===== config.mk =====
export PLATFORM = sky130hd
export DESIGN_NAME = vtp_fifo
export DESIGN_NICKNAME = d
export VERILOG_FILES = /design/src/rtl/core/vtp_pkg.sv /design/src/rtl/core/vtp_fifo.sv
export SDC_FILE = /design/constraint.sdc
export NUM_CORES = 1
export LEC_CHECK = 0
export BUFFER_PORTS_ARGS = -buffer_cell sky130_fd_sc_hd__buf_2
export CAP_MARGIN = 20
export CELL_PAD_IN_SITES_DETAIL_PLACEMENT = 0
export CELL_PAD_IN_SITES_GLOBAL_PLACEMENT = 1
export CORE_MARGIN = 5
export CORE_UTILIZATION = 51
export CTS_CLUSTER_DIAMETER = 150
export DETAILED_ROUTE_END_ITERATION = 7
export PLACE_DENSITY_LB_ADDON = 0.1
export SLEW_MARGIN = 5
export SYNTH_ARGS = -nofsm -noshare
export SYNTH_HDL_FRONTEND = slang
export SYNTH_SLANG_ARGS = --single-unit

===== constraint.sdc =====
create_clock -name clk -period 7.1 [get_ports clk]
set_input_delay 1.065 -clock clk [delete_from_list [all_inputs] [get_ports clk]]
set_output_delay 1.065 -clock clk [all_outputs]
set_load 0.02 [all_outputs]

===== src/rtl/core/vtp_pkg.sv =====
`default_nettype none
package vtp_pkg;

	localparam int unsigned ViewWidthDefault = 2560;
	localparam int unsigned ViewHeightDefault = 1440;

	localparam int unsigned RegCount = 8;
	localparam int unsigned RegIdxW = 3;
	localparam int unsigned CfgDataW = 64;

	typedef enum logic [RegIdxW-1:0] {
		REG_COEF_X = 3'd0,
		REG_COEF_Y = 3'd1,
		REG_COEF_Z = 3'd2,
		REG_COEF_W = 3'd3,
		REG_OFS_X = 3'd4,
		REG_OFS_Y = 3'd5,
		REG_OFS_Z = 3'd6,
		REG_VIEW = 3'd7
	} reg_idx_t;

	// Dot products are Q.28 sums of three 33x16 products plus a constant term.
	localparam int unsigned DotW = 52;
	// Quotient magnitude before saturation: up to 2^32 integer part, 16 fraction bits.
	localparam int unsigned QuoW = 50;
	localparam int unsigned QuoSteps = 68;
	localparam int unsigned FifoDepth = 4;
	localparam int unsigned FifoPtrW = 2;

	typedef struct packed {
		logic signed [DotW-1:0] nx;
		logic signed [DotW-1:0] ny;
		logic signed [DotW-1:0] nz;
		logic signed [DotW-1:0] w;
	} dot_t;

	function automatic logic signed [31:0] sat32(input logic signed [67:0] v);
		logic signed [31:0] r;
		if (v > 68'sh0_0000_0000_7FFF_FFFF) begin
			r = 32'sh7FFF_FFFF;
		end else if (v < -68'sh0_0000_0000_8000_0000) begin
			r = 32'sh8000_0000;
		end else begin
			r = v[31:0];
		end
		return r;
	endfunction

endpackage
`default_nettype wire


===== src/rtl/core/vtp_fifo.sv =====
`default_nettype none
// Short queue between the matrix front and the divide back. The back never
// stalls, so it only absorbs the skew; it keeps the two sides decoupled.
module vtp_fifo (
	input  wire logic          clk,
	input  wire logic          arst_n,
	input  wire logic          push,
	input  wire vtp_pkg::dot_t wdata,
	output logic               pop,
	output vtp_pkg::dot_t      rdata
);

	vtp_pkg::dot_t mem [vtp_pkg::FifoDepth];
	logic [vtp_pkg::FifoPtrW-1:0] wp_q, rp_q;
	logic [vtp_pkg::FifoPtrW:0]   cnt_q;

	assign pop = (cnt_q != '0);

	always_ff @(posedge clk) begin
		if (push) begin
			mem[wp_q] <= wdata;
		end
	end

	assign rdata = mem[rp_q];

	always_ff @(posedge clk or negedge arst_n) begin
		if (!arst_n) begin
			wp_q <= '0;
			rp_q <= '0;
			cnt_q <= '0;
		end else begin
			if (push) wp_q <= wp_q + 1'b1;
			if (pop) rp_q <= rp_q + 1'b1;
			cnt_q <= cnt_q + (vtp_pkg::FifoPtrW+1)'(push) - (vtp_pkg::FifoPtrW+1)'(pop);
		end
	end

endmodule
`default_nettype wire


=== Word-level counts from Yosys, hierarchy flattened ===
Memories as Yosys holds them, arrays and structs flattened.
Cells that the tools add are included.

* Multiplexer cells: 2
* Reductions and logical operators: 1
* $add $sub $neg: 4

{| class="wikitable"
|+ Operator list
! cell !! number
|-
| adder 2 x 1 -> 2 bit, second input constant || 2
|-
| adder 3 x 1 -> 3 bit || 1
|-
| nonzero test 3 bit || 1
|-
| subtractor 3 x 1 -> 3 bit || 1
|-
| two-way mux 1 bit || 2
|}

* RAM bits: 832
* Memories kept: 1
* Output and inout port bits: 209
* Input bits: 211
* Bits in registers: 7
* Word-level logic and storage cells: 11

{| class="wikitable"
|+ Memories
! memory !! words !! bits a word !! read ports !! clocked after Yosys merged registers in !! write ports !! line !! source
|-
| mem || 4 || 208 || 1 || 0 || 1 || vtp_fifo.sv:13 || <nowiki>vtp_pkg::dot_t mem [vtp_pkg::FifoDepth];</nowiki>
|}

=== Logic depth before layout (Yosys ltp) ===
* Word-level depth: 2
* Mapped depth: 7
* Mapped depth without buffers: 7

=== Worst setup path before layout ===
Ideal clock, no wire load.

* Path kind: input to register
* From: input port push
* To: memory mem[0][0] in the netlist's numbering (enable)
* Data required time: 6.507 ns
* Buffers on the path: 0
* Stages on the path: 1
* Data arrival time: 5.781 ns
* Library setup time: 0.593 ns
* Setup slack: 0.726 ns
* Path through: and2_1

* Word-level cells in the longest chain between the ends: 2

{| class="wikitable"
|+ RTL lines
! item !! line !! source
|-
| from (decl) || vtp_fifo.sv:7 || <nowiki>input wire logic push,</nowiki>
|-
| two-way mux 1 bit || vtp_fifo.sv:20 || <nowiki>if (push) begin</nowiki>
|-
| two-way mux 1 bit (not written as such) || vtp_fifo.sv:21 || <nowiki>mem[wp_q] <= wdata;</nowiki>
|-
| to (decl) || vtp_fifo.sv:13 ||
|}

No other way between the ends.

==> flow_summary_export.csv <==
group,metric,value,unit
power_and_ir_drop,power.leakage,12.2,nW
cts,cts.clk_slew.worst_paths,0.06,ns
cts,htreeDepth,3,
logic_synthesis,yosysSeqAreaShare,82.2,%
worst_setup_path,crit_path_end_kind,"primary output",
grt,gr-max-usage-layer,"met2",
routing,drt_iter0_drc,719,
cts,postCtsSetupBuffers,0,
routing,wire_per_inst,24.9,um
timing,setup_tns,0,ns
worst_setup_path,path_class,"reg -> out",
die,die_height,255,um
place,dpl.hpwl,35900,um
timing,hold_viol,0,
place,portBuffers,419,
grt,grt_overflow,0,
logic_synthesis,syn-num-nets,1338,
worst_setup_path,cp.arrival,2.86,ns
die,start_util,51.7,%
logic_synthesis,synth_xor_area_share,0.143,%
die,dieArea,0.0650,mm^2
worst_setup_path,r2r_end,"mem[2][118]",
logic_synthesis,yosysWarnings,0,
cts,cts_num_sinks,839,
die,rows,89,
logic_synthesis,synth_top_family_by_area,"multiplexers",
grt,grt_pass1_wl,89400,um
worst_setup_path,path_cells,"buf_4, mux4_2, buf_2",
grt,grt_use_met1,24.9,%
routing,drt_wl_total,60800,um
worst_setup_path,crit_slowest_cell,"dfrtp_4",
timing,worst_pin_slew,1.07,ns
grt,use_met3,7.39,%
routing,avgViaCountPerCell,5.46,
timing,relSlewSlack,28.4,%
worst_setup_path,cpPeakStageDelay,0.79,ns
routing,first_pass_iters,4,
timing,fmax,0.255,GHz
worst_setup_path,crit_path_start_kind,"register",
cts,clockBufferDepth,3,
worst_setup_path,crit_path_end,"rdata[32]",
logic_synthesis,synthAdderAreaFrac,0.311,%
layout,drive_gt1_share,45.6,%
cts,cts_made_buffers,84,
power_and_ir_drop,vdd_drop_max,0.375,mV
timing,fin_ws,3.17,ns
worst_setup_path,cp_top_family,"buffers and inverters",
run_status,status,"finished clean",
worst_setup_path,r2r_cells,4,
logic_synthesis,synth_area_per_cell,27.3,um^2
routing,vias,13331,
logic_synthesis,synth_top_cell_by_area,"edfxtp_1",
logic_synthesis,syn_inst,1120,
timing,worst_clock_skew,0.0199,ns
cts,postCtsHoldBufs,0,
worst_setup_path,cp_max_fo,57,
logic_synthesis,yosysUniqueCellTypes,18,
logic_synthesis,synthTopCellsByArea,"edfxtp_1 (82%), mux4_2 (15%), buf_12 (1.4%)",
place,place_ws,3.75,ns
routing,postRouteAntennaNets,0,
logic_synthesis,synthMuxAreaShare,15.3,%
worst_setup_path,cp.buffers_inverters,2,
logic_synthesis,synth_compound_area_share,0.0409,%
routing,drcViolationCount,0,
layout,utilization,60.7,%
worst_setup_path,ff2ff_setup_slack,4.70,ns
timing,grt_setup_unrepaired,"no",
cts,cts_tree,"done",
grt,grt_max_degree,135,
worst_setup_path,critPathLaunch,"rp_q[1]",
timing,maxSlewViolCount,0,
logic_synthesis,synth-simple-area-share,0.114,%
grt,grt_pass1_vias,13970,
place,place_congestion,0.730,
die,die_w,255,um
grt,use_met2,28.9,%
logic_synthesis,syn_area,0.0306,mm^2
die,num_io_pins,420,
layout,fin_nets,1808,
cts,cts_resized,0,
worst_setup_path,path_depth,3,
layout,final_cell_mix,"edfxtp_1 (832), buf_2 (419), mux4_2 (208), clkbuf_16 (87), clkbuf_1 (23)",
timing,setup_viol,0,
worst_setup_path,worst_ep_required_time,6.03,ns
power_and_ir_drop,power_density,440,mW/mm^2
cts,clockRootBuffer,"clkbuf_16",
hold_path,worstHoldPathType,"in -> async",
logic_synthesis,synth_seq_cells,839,
layout,final_area,0.0360,mm^2
worst_setup_path,worstReg2RegStart,"wp_q[0]",
run,drv_cap,0,
logic_synthesis,synth_top_cell_area_share,81.6,%
timing,finalCritPeriodShare,55.3,%
timing,period_minus_slack,3.93,ns
die,core_area,0.0592,mm^2
grt,grt_antenna_before_repair,24,
layout,area_delta_synth_final,17.5,%
grt,globalRouteTotalUtil,18.5,%
place,place_area,0.0333,mm^2
cts,insertion_delay,0.61,ns
layout,final_common_cell,"edfxtp_1",
-- power breakdown --
| group | internal (mW) | switching [mW] |
|---|---|---|
| logic | 1.89 | 3.01 |
| clock network | 2.46 | 1.75 |
| registers | 6.48 | 0.220 |
-- synthesized netlist by cell type --
master / count
o31ai_1: 1
and2_1: 4
buf_4: 1
fa_1: 1
edfxtp_1: 832
xnor2_1: 3
ha_1: 6
xor2_1: 2
buf_6: 1
clkbuf_1: 2
o21ai_0: 1
buf_2: 21
buf_12: 22
nand2_1: 1
or3_1: 1
dfrtp_1: 7
inv_1: 6
mux4_2: 208
-- per-layer routing --
metal	vias to the layer above	part of all wire [%]
li1	5846	-
met1	6967	39
met4	30	1.9
met5	-	0.34
met2	367	49
met3	121	8.9
-- area by class of cell --
type / count / area [um^2]
flip-flops and latches: 839 / 25200
fillers: 4226 / 23300
multi-input cells: 228 / 4880
repair buffers: 431 / 2270
clock buffers: 110 / 2260
well taps: 773 / 967
clock inverters: 43 / 379
diodes: 12 / 30.0
inverters: 6 / 22.5
-- logic make-up (layout without fill, tap and decap cells) --
logic type / Yosys count / after routing
xor+xnor: 5 / 5
buf+inv: 53 / 590
mux: 208 / 208
fa+ha+maj: 7 / 7
simple gates: 6 / 6
flops: 839 / 839
compound gates: 2 / 2
other cells: 0 / 12
-- state kept, by name, summed over array words and instances (netlist names) --
signal	flops
rp_q	2
wp_q	2
cnt_q	3
mem	832
-- worst min path at each step --
stage / start / end / slack [ns] / cells after the start
6_report: arst_n / wp_q[0] / 0.28 / 1
5_1_grt: arst_n / wp_q[0] / 0.25 / 1
4_1_cts: arst_n / wp_q[0] / 0.24 / 1
3_5_place_dp: wp_q[0] / wp_q[0] / 0.54 / 1
3_3_place_gp: wp_q[0] / wp_q[0] / 0.53 / 1
2_1_floorplan: wp_q[0] / wp_q[0] / 0.49 / 1
-- through the flow --
| step | hold WS [ns] | cells | power [mW] |
|---|---|---|---|
| final | 0.277 | 2442 | 15.8 |
| after global placement | 0.528 | 2277 | 11.8 |
| after floorplan | 0.494 | 1120 | 10.6 |
| after global routing | 0.250 | 2433 | 16.6 |
| after CTS | 0.238 | 2430 | 16.1 |
| after detailed placement | 0.536 | 2277 | 11.9 |
(Power assumes the default switching activity.)
